<file path="src/design/cmrp_pkg.sv">
// Package for the curtain-motor reply parser: payload structs, frame
// constants and the parse phase type. No dependencies.
`default_nettype none

package cmrp_pkg;

  // Frame constants
  localparam logic [7:0] SYNC_BYTE   = 8'hd8;
  localparam logic [7:0] MODE_MARKER = 8'hca;
  localparam logic [7:0] SPEED_LIMIT = 8'd100;

  // Report kinds
  localparam logic [1:0] KIND_NONE = 2'd0;
  localparam logic [1:0] KIND_MODE = 2'd1;
  localparam logic [1:0] KIND_POS  = 2'd2;

  // Byte position within the frame
  typedef enum logic [3:0] {
    PH_HUNT   = 4'd0,
    PH_ID     = 4'd1,
    PH_CHAN_H = 4'd2,
    PH_CHAN_L = 4'd3,
    PH_SKIP_A = 4'd4,
    PH_SKIP_B = 4'd5,
    PH_SPEED  = 4'd6,
    PH_KIND   = 4'd7,
    PH_STATUS = 4'd8,
    PH_CSUM   = 4'd9,
    PH_DONE   = 4'd10
  } phase_t;

  typedef struct packed {
    logic [7:0] rx_byte;
    logic       last_byte;
  } req_t;

  typedef struct packed {
    logic [7:0]  device_id;
    logic [15:0] channel;
    logic [7:0]  rotate_speed;
    logic [1:0]  report_kind;
    logic [7:0]  position;
    logic [7:0]  curtain_mode_status;
    logic [7:0]  motor_status;
    logic        checksum_ok;
  } rpt_t;

endpackage

`default_nettype wire

</file>
<file path="src/design/curtain_motor_reply_parser_unit.sv">
// Curtain-motor reply parser top level: byte-wise frame state and report register.
// Depends on cmrp_pkg.
//
// Report: a byte carrying last_byte gives its report in the cycle after acceptance.
// Throughput: one byte per cycle; the single report register sets the pace, and
//   a byte is taken whenever that register is empty or is being drained.
// Reset: synchronous rst clears the parse state and the report valid flag;
//   the parser also returns to its reset state after every last byte.
`default_nettype none

module curtain_motor_reply_parser_unit
  import cmrp_pkg::*;
(
  input  wire logic clk,
  input  wire logic rst,
  input  wire logic req_valid,
  output logic      req_ready,
  input  wire req_t req,
  output logic      rpt_valid,
  input  wire logic rpt_ready,
  output rpt_t      rpt
);

  // Parse state
  phase_t      phase, phase_next;
  logic [7:0]  xor_sum, xor_sum_next;
  logic [7:0]  prev_byte;
  logic [7:0]  id_reg, id_reg_next;
  logic [15:0] channel_reg, channel_reg_next;
  logic [7:0]  speed_reg, speed_reg_next;
  logic [1:0]  kind_reg, kind_reg_next;
  logic [7:0]  position_reg, position_reg_next;
  logic [7:0]  mode_status_reg, mode_status_reg_next;
  logic [7:0]  motor_status_reg, motor_status_reg_next;

  logic       accept;
  logic [7:0] b;

  assign b         = req.rx_byte;
  assign req_ready = !rpt_valid || rpt_ready;
  assign accept    = req_valid && req_ready;

  // Next phase
  always_comb begin
    phase_next = phase;
    unique case (phase)
      PH_HUNT:   if (b == SYNC_BYTE) phase_next = PH_ID;
      PH_ID:     phase_next = PH_CHAN_H;
      PH_CHAN_H: phase_next = PH_CHAN_L;
      PH_CHAN_L: phase_next = PH_SKIP_A;
      PH_SKIP_A: phase_next = PH_SKIP_B;
      PH_SKIP_B: phase_next = PH_SPEED;
      PH_SPEED:  phase_next = PH_KIND;
      PH_KIND: begin
        if (b == MODE_MARKER || prev_byte <= SPEED_LIMIT) phase_next = PH_STATUS;
        else                                               phase_next = PH_HUNT;
      end
      PH_STATUS: phase_next = PH_CSUM;
      PH_CSUM:   if (b == xor_sum) phase_next = PH_DONE;
      default:   phase_next = phase;
    endcase
  end

  // Captured fields and running XOR
  always_comb begin
    xor_sum_next          = xor_sum;
    id_reg_next           = id_reg;
    channel_reg_next      = channel_reg;
    speed_reg_next        = speed_reg;
    kind_reg_next         = kind_reg;
    position_reg_next     = position_reg;
    mode_status_reg_next  = mode_status_reg;
    motor_status_reg_next = motor_status_reg;
    unique case (phase)
      PH_HUNT: ;
      PH_ID: begin
        xor_sum_next = xor_sum ^ b;
        id_reg_next  = b;
      end
      PH_CHAN_H: begin
        xor_sum_next     = xor_sum ^ b;
        channel_reg_next = {8'd0, b};
      end
      PH_CHAN_L: begin
        xor_sum_next     = xor_sum ^ b;
        channel_reg_next = {channel_reg[7:0], b};
      end
      PH_SKIP_A, PH_SKIP_B: xor_sum_next = xor_sum ^ b;
      PH_SPEED: begin
        xor_sum_next   = xor_sum ^ b;
        speed_reg_next = b;
      end
      PH_KIND: begin
        xor_sum_next = xor_sum ^ b;
        if (b == MODE_MARKER) begin
          kind_reg_next = KIND_MODE;
        end else if (prev_byte <= SPEED_LIMIT) begin
          position_reg_next = b;
          kind_reg_next     = KIND_POS;
        end
      end
      PH_STATUS: begin
        xor_sum_next = xor_sum ^ b;
        if (prev_byte == MODE_MARKER)      mode_status_reg_next  = b;
        else if (prev_byte <= SPEED_LIMIT) motor_status_reg_next = b;
      end
      default: ;
    endcase
  end

  // Advance parse state; clear it after the last byte
  always_ff @(posedge clk) begin
    if (rst || (accept && req.last_byte)) begin
      phase            <= PH_HUNT;
      xor_sum          <= '0;
      prev_byte        <= '0;
      id_reg           <= '0;
      channel_reg      <= '0;
      speed_reg        <= '0;
      kind_reg         <= KIND_NONE;
      position_reg     <= '0;
      mode_status_reg  <= '0;
      motor_status_reg <= '0;
    end else if (accept) begin
      phase            <= phase_next;
      xor_sum          <= xor_sum_next;
      prev_byte        <= b;
      id_reg           <= id_reg_next;
      channel_reg      <= channel_reg_next;
      speed_reg        <= speed_reg_next;
      kind_reg         <= kind_reg_next;
      position_reg     <= position_reg_next;
      mode_status_reg  <= mode_status_reg_next;
      motor_status_reg <= motor_status_reg_next;
    end
  end

  // Report register: load on the last byte, drop once taken
  always_ff @(posedge clk) begin
    if (rst) begin
      rpt_valid <= 1'b0;
    end else if (accept && req.last_byte) begin
      rpt_valid <= 1'b1;
    end else if (rpt_ready) begin
      rpt_valid <= 1'b0;
    end
  end

  always_ff @(posedge clk) begin
    if (accept && req.last_byte) begin
      rpt.device_id           <= id_reg_next;
      rpt.channel             <= channel_reg_next;
      rpt.rotate_speed        <= speed_reg_next;
      rpt.report_kind         <= kind_reg_next;
      rpt.position            <= position_reg_next;
      rpt.curtain_mode_status <= mode_status_reg_next;
      rpt.motor_status        <= motor_status_reg_next;
      rpt.checksum_ok         <= (phase_next == PH_DONE);
    end
  end

  // Checks
  a_clear_after_last: assert property (@(posedge clk) disable iff (rst)
    accept && req.last_byte |=> phase == PH_HUNT && xor_sum == 8'd0 && kind_reg == KIND_NONE)
    else $error("parse state not cleared after last byte");

  a_done_holds: assert property (@(posedge clk) disable iff (rst)
    accept && !req.last_byte && phase == PH_DONE |=> phase == PH_DONE)
    else $error("completed frame left its final phase");

  a_kind_legal: assert property (@(posedge clk) disable iff (rst)
    rpt_valid |-> rpt.report_kind != 2'd3)
    else $error("illegal report kind");

  a_ok_needs_csum: assert property (@(posedge clk) disable iff (rst)
    accept && req.last_byte && phase != PH_CSUM && phase != PH_DONE |=> !rpt.checksum_ok)
    else $error("checksum flagged good without a checksum byte");

endmodule

`default_nettype wire

</file>
<file path="config.mk">
export PLATFORM = sky130hd
export DESIGN_NAME = curtain_motor_reply_parser_unit
export DESIGN_NICKNAME = d
export VERILOG_FILES = /design/src/design/cmrp_pkg.sv /design/src/design/curtain_motor_reply_parser_unit.sv
export SDC_FILE = /design/constraint.sdc
export NUM_CORES = 1
export LEC_CHECK = 0
export BUFFER_PORTS_ARGS = -buffer_cell sky130_fd_sc_hd__clkbuf_2
export CORE_MARGIN = 3
export CORE_UTILIZATION = 57
export DETAILED_ROUTE_END_ITERATION = 10
export PLACE_DENSITY = 0.79
export SETUP_SLACK_MARGIN = 0.3
export SYNTH_ARGS = -nofsm -noshare
export SYNTH_HDL_FRONTEND = slang
export SYNTH_SLANG_ARGS = --single-unit
</file>
<file path="constraint.sdc">
create_clock -name clk -period 4.41 [get_ports clk]
set_input_delay 0 -clock clk [delete_from_list [all_inputs] [get_ports clk]]
set_output_delay 0 -clock clk [all_outputs]
set_load 0.01 [all_outputs]
</file>
==> metrics.cfg, run 1 <==
[run_status]
outcome = finished, final reports clean

[flow_run]
maxCapViolCount = 0

[pwr]
cellPowerDensity_nw_per_um2 = 424
leakage_uw = 0.00273
irDropWorstVdd_mv = 0.304

[synth]
yosysTopAreaCell = edfxtp_1
synth_ff_type = dfxtp_1
ys_async_sr_fraction_pct = 0
synth.avg_cell_area_um2 = 11.5
yosys.area.top_type_share_pct = 30.6
synth_edf_count = 59
yosys_register_bits = 138
synth_cell_types = 55
synth_nets = 515
synth.area.top_cells = edfxtp_1 31%, dfxtp_1 27%, mux2_2 9.1%
mappedNetlistArea_um2 = 5790
yosysSeqAreaShare_pct = 57.9
yosys_warnings = 0
syn-instance-count = 502

[routing]
routed_wl_um = 12700
vias = 4109
drt_pre_antenna_iters = 5
antenna_left = 0
drt-initial-drc-count = 373
wire_per_inst_um = 17.8
via_per_inst = 5.75
route.detailed.drc = 0

[cts]
h-tree-depth = 4
cts_resized = 0
clock_sinks = 138
insertion_delay_ns = 0.52
cts_tree = yes
clk_pin_slew_worst_paths_ns = 0.06
root_buffer = clkbuf_8
cts.path.max_buffers = 2
cts_made_buffers = 17
post_cts_buffers = 0

[finish]
drive_above_1_share_pct = 29.9
nNetsFinal = 581
syn_to_final_growth_pct = 17.1
antenna-diode-count = 0
largest_reg_flops = 59
fin_util_pct = 69.0
final_cells = 714

[floorplan]
pin_count = 74
fp.dieArea_um2 = 11400
rows = 36
core_um2 = 9820
die_x_um = 107
start_util_pct = 58.9
fp.dieH_um = 107

[sta]
finalSetupViolCount = 0
finalHoldViolations = 0
fin_hold_ws_ns = 0.0361
fin_setup_tns_ns = 0
max_slew_margin_pct = 33.3
slew_violations = 0
worst_pin_slew_ns = 1.00
skew_ns = 0.00637
finalCritPeriodShare_pct = 54.2
rsz0062_at_grt = no
min_period_ns = 2.39
fmax_mhz = 418

[critical_path]
worstPathArrival_ns = 2.83
rr_endpoint = motor_status_reg[5]
max_stage_delay_ns = 0.67
r2r_slack_ns = 2.02
critical_path.reg2reg.startpoint = rpt_valid
reg2regPathDepth = 5
crit_required_ns = 4.85
crit_path_top_delay_cell = nor3_4
critical_path_class = reg2reg
end_kind = flip-flop
cp-start-kind = flip-flop
worstPathMaxFanout = 26
crit_chain = nor2b_2 -> inv_2 -> nand2_1 -> nor3_4 -> mux2i_1

[worst_hold_path]
hold_end = id_reg[7]
min_from = req[8]
hold_path_class = in2reg
hold_path_depth = 3

[place]
place.gp.congestion = 0.812
place_hpwl_um = 7960
io_buffers = 73
dp_cells = 677

[global_routing]
grt_antenna_before_repair = 0
grt_overflow = 0
grt_pass1_wl_um = 20800
track_usage_pct = 23.7
grt_start_max_net_pins = 60
grt_pass1_vias = 4044

[synth_stat cells, types with 2 or more instances]
master	count
dfxtp_1	79
nor4bb_1	4
buf_2	12
and4bb_2	2
buf_6	3
mux2_2	47
mux2i_1	31
a22oi_1	8
a22o_1	8
xor2_1	9
clkbuf_1	16
nor3_1	23
o21ai_0	14
a21oi_1	26
nor2_1	54
or3_1	9
inv_1	2
nand2_1	46
nand3_1	13
edfxtp_1	59
buf_4	2
a21oi_2	2
[how the worst max path moves through the flow]
stage                          from                  end  slack (ns)  cells past startpoint
after global placement    rpt_valid  motor_status_reg[5]        2.20                      5
after detailed placement  rpt_valid  motor_status_reg[5]        2.07                      5
after CTS                 rpt_valid  motor_status_reg[5]        2.03                      5
after floorplan           rpt_valid       channel_reg[0]        0.34                      6
after global routing      rpt_valid  motor_status_reg[5]        1.84                      5
final                     rpt_valid  motor_status_reg[5]        2.02                      5
[power breakdown]
part,switching [uW],internal [uW]
clock,535,761
sequential,19.8,1370
combinational,126,61.9
[final cells by class]
type / instances / area (um2)
Tap cell: 133 / 166
Fill cell: 739 / 3040
Inverter: 3 / 11.3
Multi-Input combinational cell: 327 / 2260
Timing Repair Buffer: 81 / 438
Clock buffer: 18 / 428
Sequential cell: 138 / 3350
Clock inverter: 14 / 124
[cells by family after synthesis]
kind of cell,share of synthesized area [%]
buf+inv,3.20
mux,14.5
simple gates,15.8
flops,57.9
compound gates,7.24
xor+xnor,1.36
[layer usage]
layer | GRT usage [%] | wire length (um) | up-vias
li1 | - | - | 1943
met1 | 31.7 | 5550 | 2010
met2 | 38.1 | 6260 | 126
met3 | 5.18 | 627 | 30
met4 | 8.58 | 285 | 0
met5 | 0 | 0 | -
[worst max-delay path, delay by kind of cell (launching register included)]
| family | cells | cell delay (ns) |
|---|---|---|
| AND/OR/NAND/NOR | 3 | 1.47 |
| flip-flops | 1 | 0.30 |
| multiplexers | 1 | 0.28 |
| buffers and inverters | 1 | 0.25 |
[placed cells by master (no fill, tap or decap), types with 4 or more instances in the layout]
cell type,instances
dlygate4sd3_1,5
nor3_1,23
nand3_1,13
a22oi_1,8
clkbuf_2,73
a22o_1,8
xor2_1,9
nand2_1,46
dfxtp_1,79
o21ai_0,14
mux2i_1,31
clkbuf_16,16
nor4bb_1,4
mux2_2,47
nor2_1,53
edfxtp_1,59
clkinvlp_4,7
a21oi_1,26
or3_1,9
[per-stage QoR]
step	power, uW	worst slack, ns	instance area [um2]
2_1_floorplan	1540	0.345	5790
3_3_place_gp	1590	2.20	6180
3_5_place_dp	1600	2.07	6180
4_1_cts	2880	2.03	6780
5_1_grt	2960	1.84	6780
6_report	2880	2.02	6780
[what timing repair did]
item	4_1_cts	5_1_grt
endpoints found under the hold margin	5	0
hold buffers	5	0
setup endpoints to repair	0	0
Power figures use the tool's default switching activity.
==> inputs of run 2 (changes only) <==
==> constraint.sdc (replaced) <==
create_clock -name clk -period 2.2 [get_ports clk]
set_input_delay 0 -clock clk [delete_from_list [all_inputs] [get_ports clk]]
set_output_delay 0 -clock clk [all_outputs]
set_load 0.01 [all_outputs]
==> run 2 against run 1 <==
Combinational power up 120%. Clock power is 110% higher. Worst setup slack worse by 1.7 ns. Flip-flop and latch count stayed put. Clock skew rose by 0.0042 ns. Worst hold slack got worse by 0.0057 ns. Critical path depth rose by 1. First-iteration DRC count shrank 40%. Critical endpoint is now rpt[22]. Highest routed layer unchanged.
==> metrics.cfg, run 2 (synthesis gave the netlist of run 1 again) <==
[pwr]
irDropWorstVdd_mv = 0.571
combPwrFrac_pct = 7.1
switching_share_pct = 23.4
leakage_uw = 0.00286
cellPowerDensity_nw_per_um2 = 839
clock_power_share_pct = 45.7
p_seq_share_pct = 47.3
p_int_uw = 4520
power_switching_uw = 1380

[finish]
multi_input_area_um2 = 2280
regArea_um2 = 3360
post-route-cell-area_um2 = 7030
nFillCells = 700
largest_reg_flops = 59
nNetsFinal = 604
final_cell_mix = 77 x dfxtp_1, 73 x clkbuf_2, 59 x edfxtp_1
final_common_cell = dfxtp_1
antenna-diode-count = 0
syn_to_final_growth_pct = 21.4
drive_above_1_share_pct = 32.8

[critical_path]
crit_path_top_delay_cell = nor4bb_1
critical_path_class = in2reg
critical_path.reg2reg.startpoint = rpt_valid
max_stage_delay_ns = 0.73
end_kind = flip-flop
crit_required_ns = 2.47
startpoint = req[7]
cp-start-kind = input port
worstPathArrival_ns = 2.13
crit_chain = dlygate4sd3_1 -> clkbuf_2 -> nor4bb_1 -> a21oi_2 -> nand2_2 -> mux2_2
worstPathMaxFanout = 8

[cts]
root_buffer = clkbuf_8
h-tree-depth = 4
clk_pin_slew_worst_paths_ns = 0.06
clock_sinks = 138
cts_tree = yes
insertion_delay_ns = 0.52
cts.path.max_buffers = 2
cts_made_buffers = 17

[place]
place.gp.congestion = 0.857
placed_cell_area_um2 = 6330
place_hpwl_um = 8250
io_buffers = 73

[routing]
routed_wl_um = 12900
drt-initial-drc-count = 225
via_per_inst = 5.71
route.detailed.drc = 0
drt_pre_antenna_iters = 5
wire_per_inst_um = 17.5
antenna_left = 0
vias = 4206

[run_status]
outcome = finished, final reports clean

[flow_run]
maxCapViolCount = 0

[floorplan]
start_util_pct = 58.9
pin_count = 74
core_um2 = 9820
rows = 36
fp.dieH_um = 107
die_x_um = 107
fp.dieArea_um2 = 11400

[worst_hold_path]
hold_path_class = in2reg
min_from = req[1]

[sta]
skew_ns = 0.0106
max_slew_margin_pct = 44.2
slew_violations = 0
fin_hold_ws_ns = 0.0304
finalHoldViolations = 0
rsz0062_at_grt = yes
finalSetupViolCount = 0
min_period_ns = 1.86
fin_setup_tns_ns = 0
fmax_mhz = 537
finalCritPeriodShare_pct = 84.6
worst_pin_slew_ns = 0.826

[global_routing]
grt_pass1_wl_um = 20700
grt_pass1_vias = 4034
track_usage_pct = 23.8
grt_start_max_net_pins = 60
grt_antenna_before_repair = 0
grt_overflow = 0

==> run 2: cell count changes in the layout (fill, tap and decap cells not counted), moves of 2 or more <==
cell	delta
dfxtp_1	-2
dfxtp_2	+2
clkinvlp_4	-2
dlygate4sd3_1	+4
a21oi_2	+2
a21oi_1	-2
buf_12	+2
buf_4	+17
==> run 2: timing repair <==
action | 4_1_cts | 5_1_grt
setup endpoints to repair | 0 | 39
endpoints found under the hold margin | 33 | 0
hold buffers | 9 | 0
setup buffers | 0 | 4
resized for setup | 0 | 4
==> run 2: power groups by stage <==
stage               sequential [uW]  clock (uW)  combinational, uW
finish                         2790        2690                417
global route                   2790        2830                454
CTS                            2790        2720                412
detailed placement             2840           0                396
global placement               2830           0                386
floorplan                      2860           0                241
==> run 2: path summary, 6_finish.rpt <==
path / slack (ns) / endpoint / cells after the start
setup / recovery: 0.34 / rpt[22] / 6
hold / removal: 0.03 / id_reg[0] / 3
hold reg to reg: 0.46 / motor_status_reg[2] / 2
setup reg to reg: 0.39 / mode_status_reg[3] / 5
==> run 2: routing by layer <==
| metal | track usage, % | part of all wire (%) |
|---|---|---|
| met4 | 9.86 | 2.3 |
| met2 | 38.0 | 48 |
| met3 | 5.78 | 7.2 |
| met1 | 31.4 | 43 |
| met5 | 0 | 0 |
==> run 2: area by class of cell <==
cell class | count | area share, %
Sequential cell | 138 | 47.7
Tap cell | 133 | 2.37
Clock inverter | 14 | 2.10
Clock buffer | 18 | 5.95
Inverter | 3 | 0.160
Multi-Input combinational cell | 327 | 32.5
Timing Repair Buffer | 104 | 9.19
==> run 2: metrics by stage <==
stage	cells	power, uW	setup WS [ns]	utilization (%)
floorplan	502	3100	0.143	-
global placement	692	3220	0.390	64.5
detailed placement	692	3230	0.343	64.5
CTS	733	5920	0.322	71.1
global route	737	6080	0.297	71.6
finish	737	5890	0.338	71.6
==> run 2: critical path: cells and delay by family <==
kind	cells	cell delay (ns)
simple gates	2	0.95
compound gates	1	0.17
buf+inv	2	0.66
mux	1	0.36
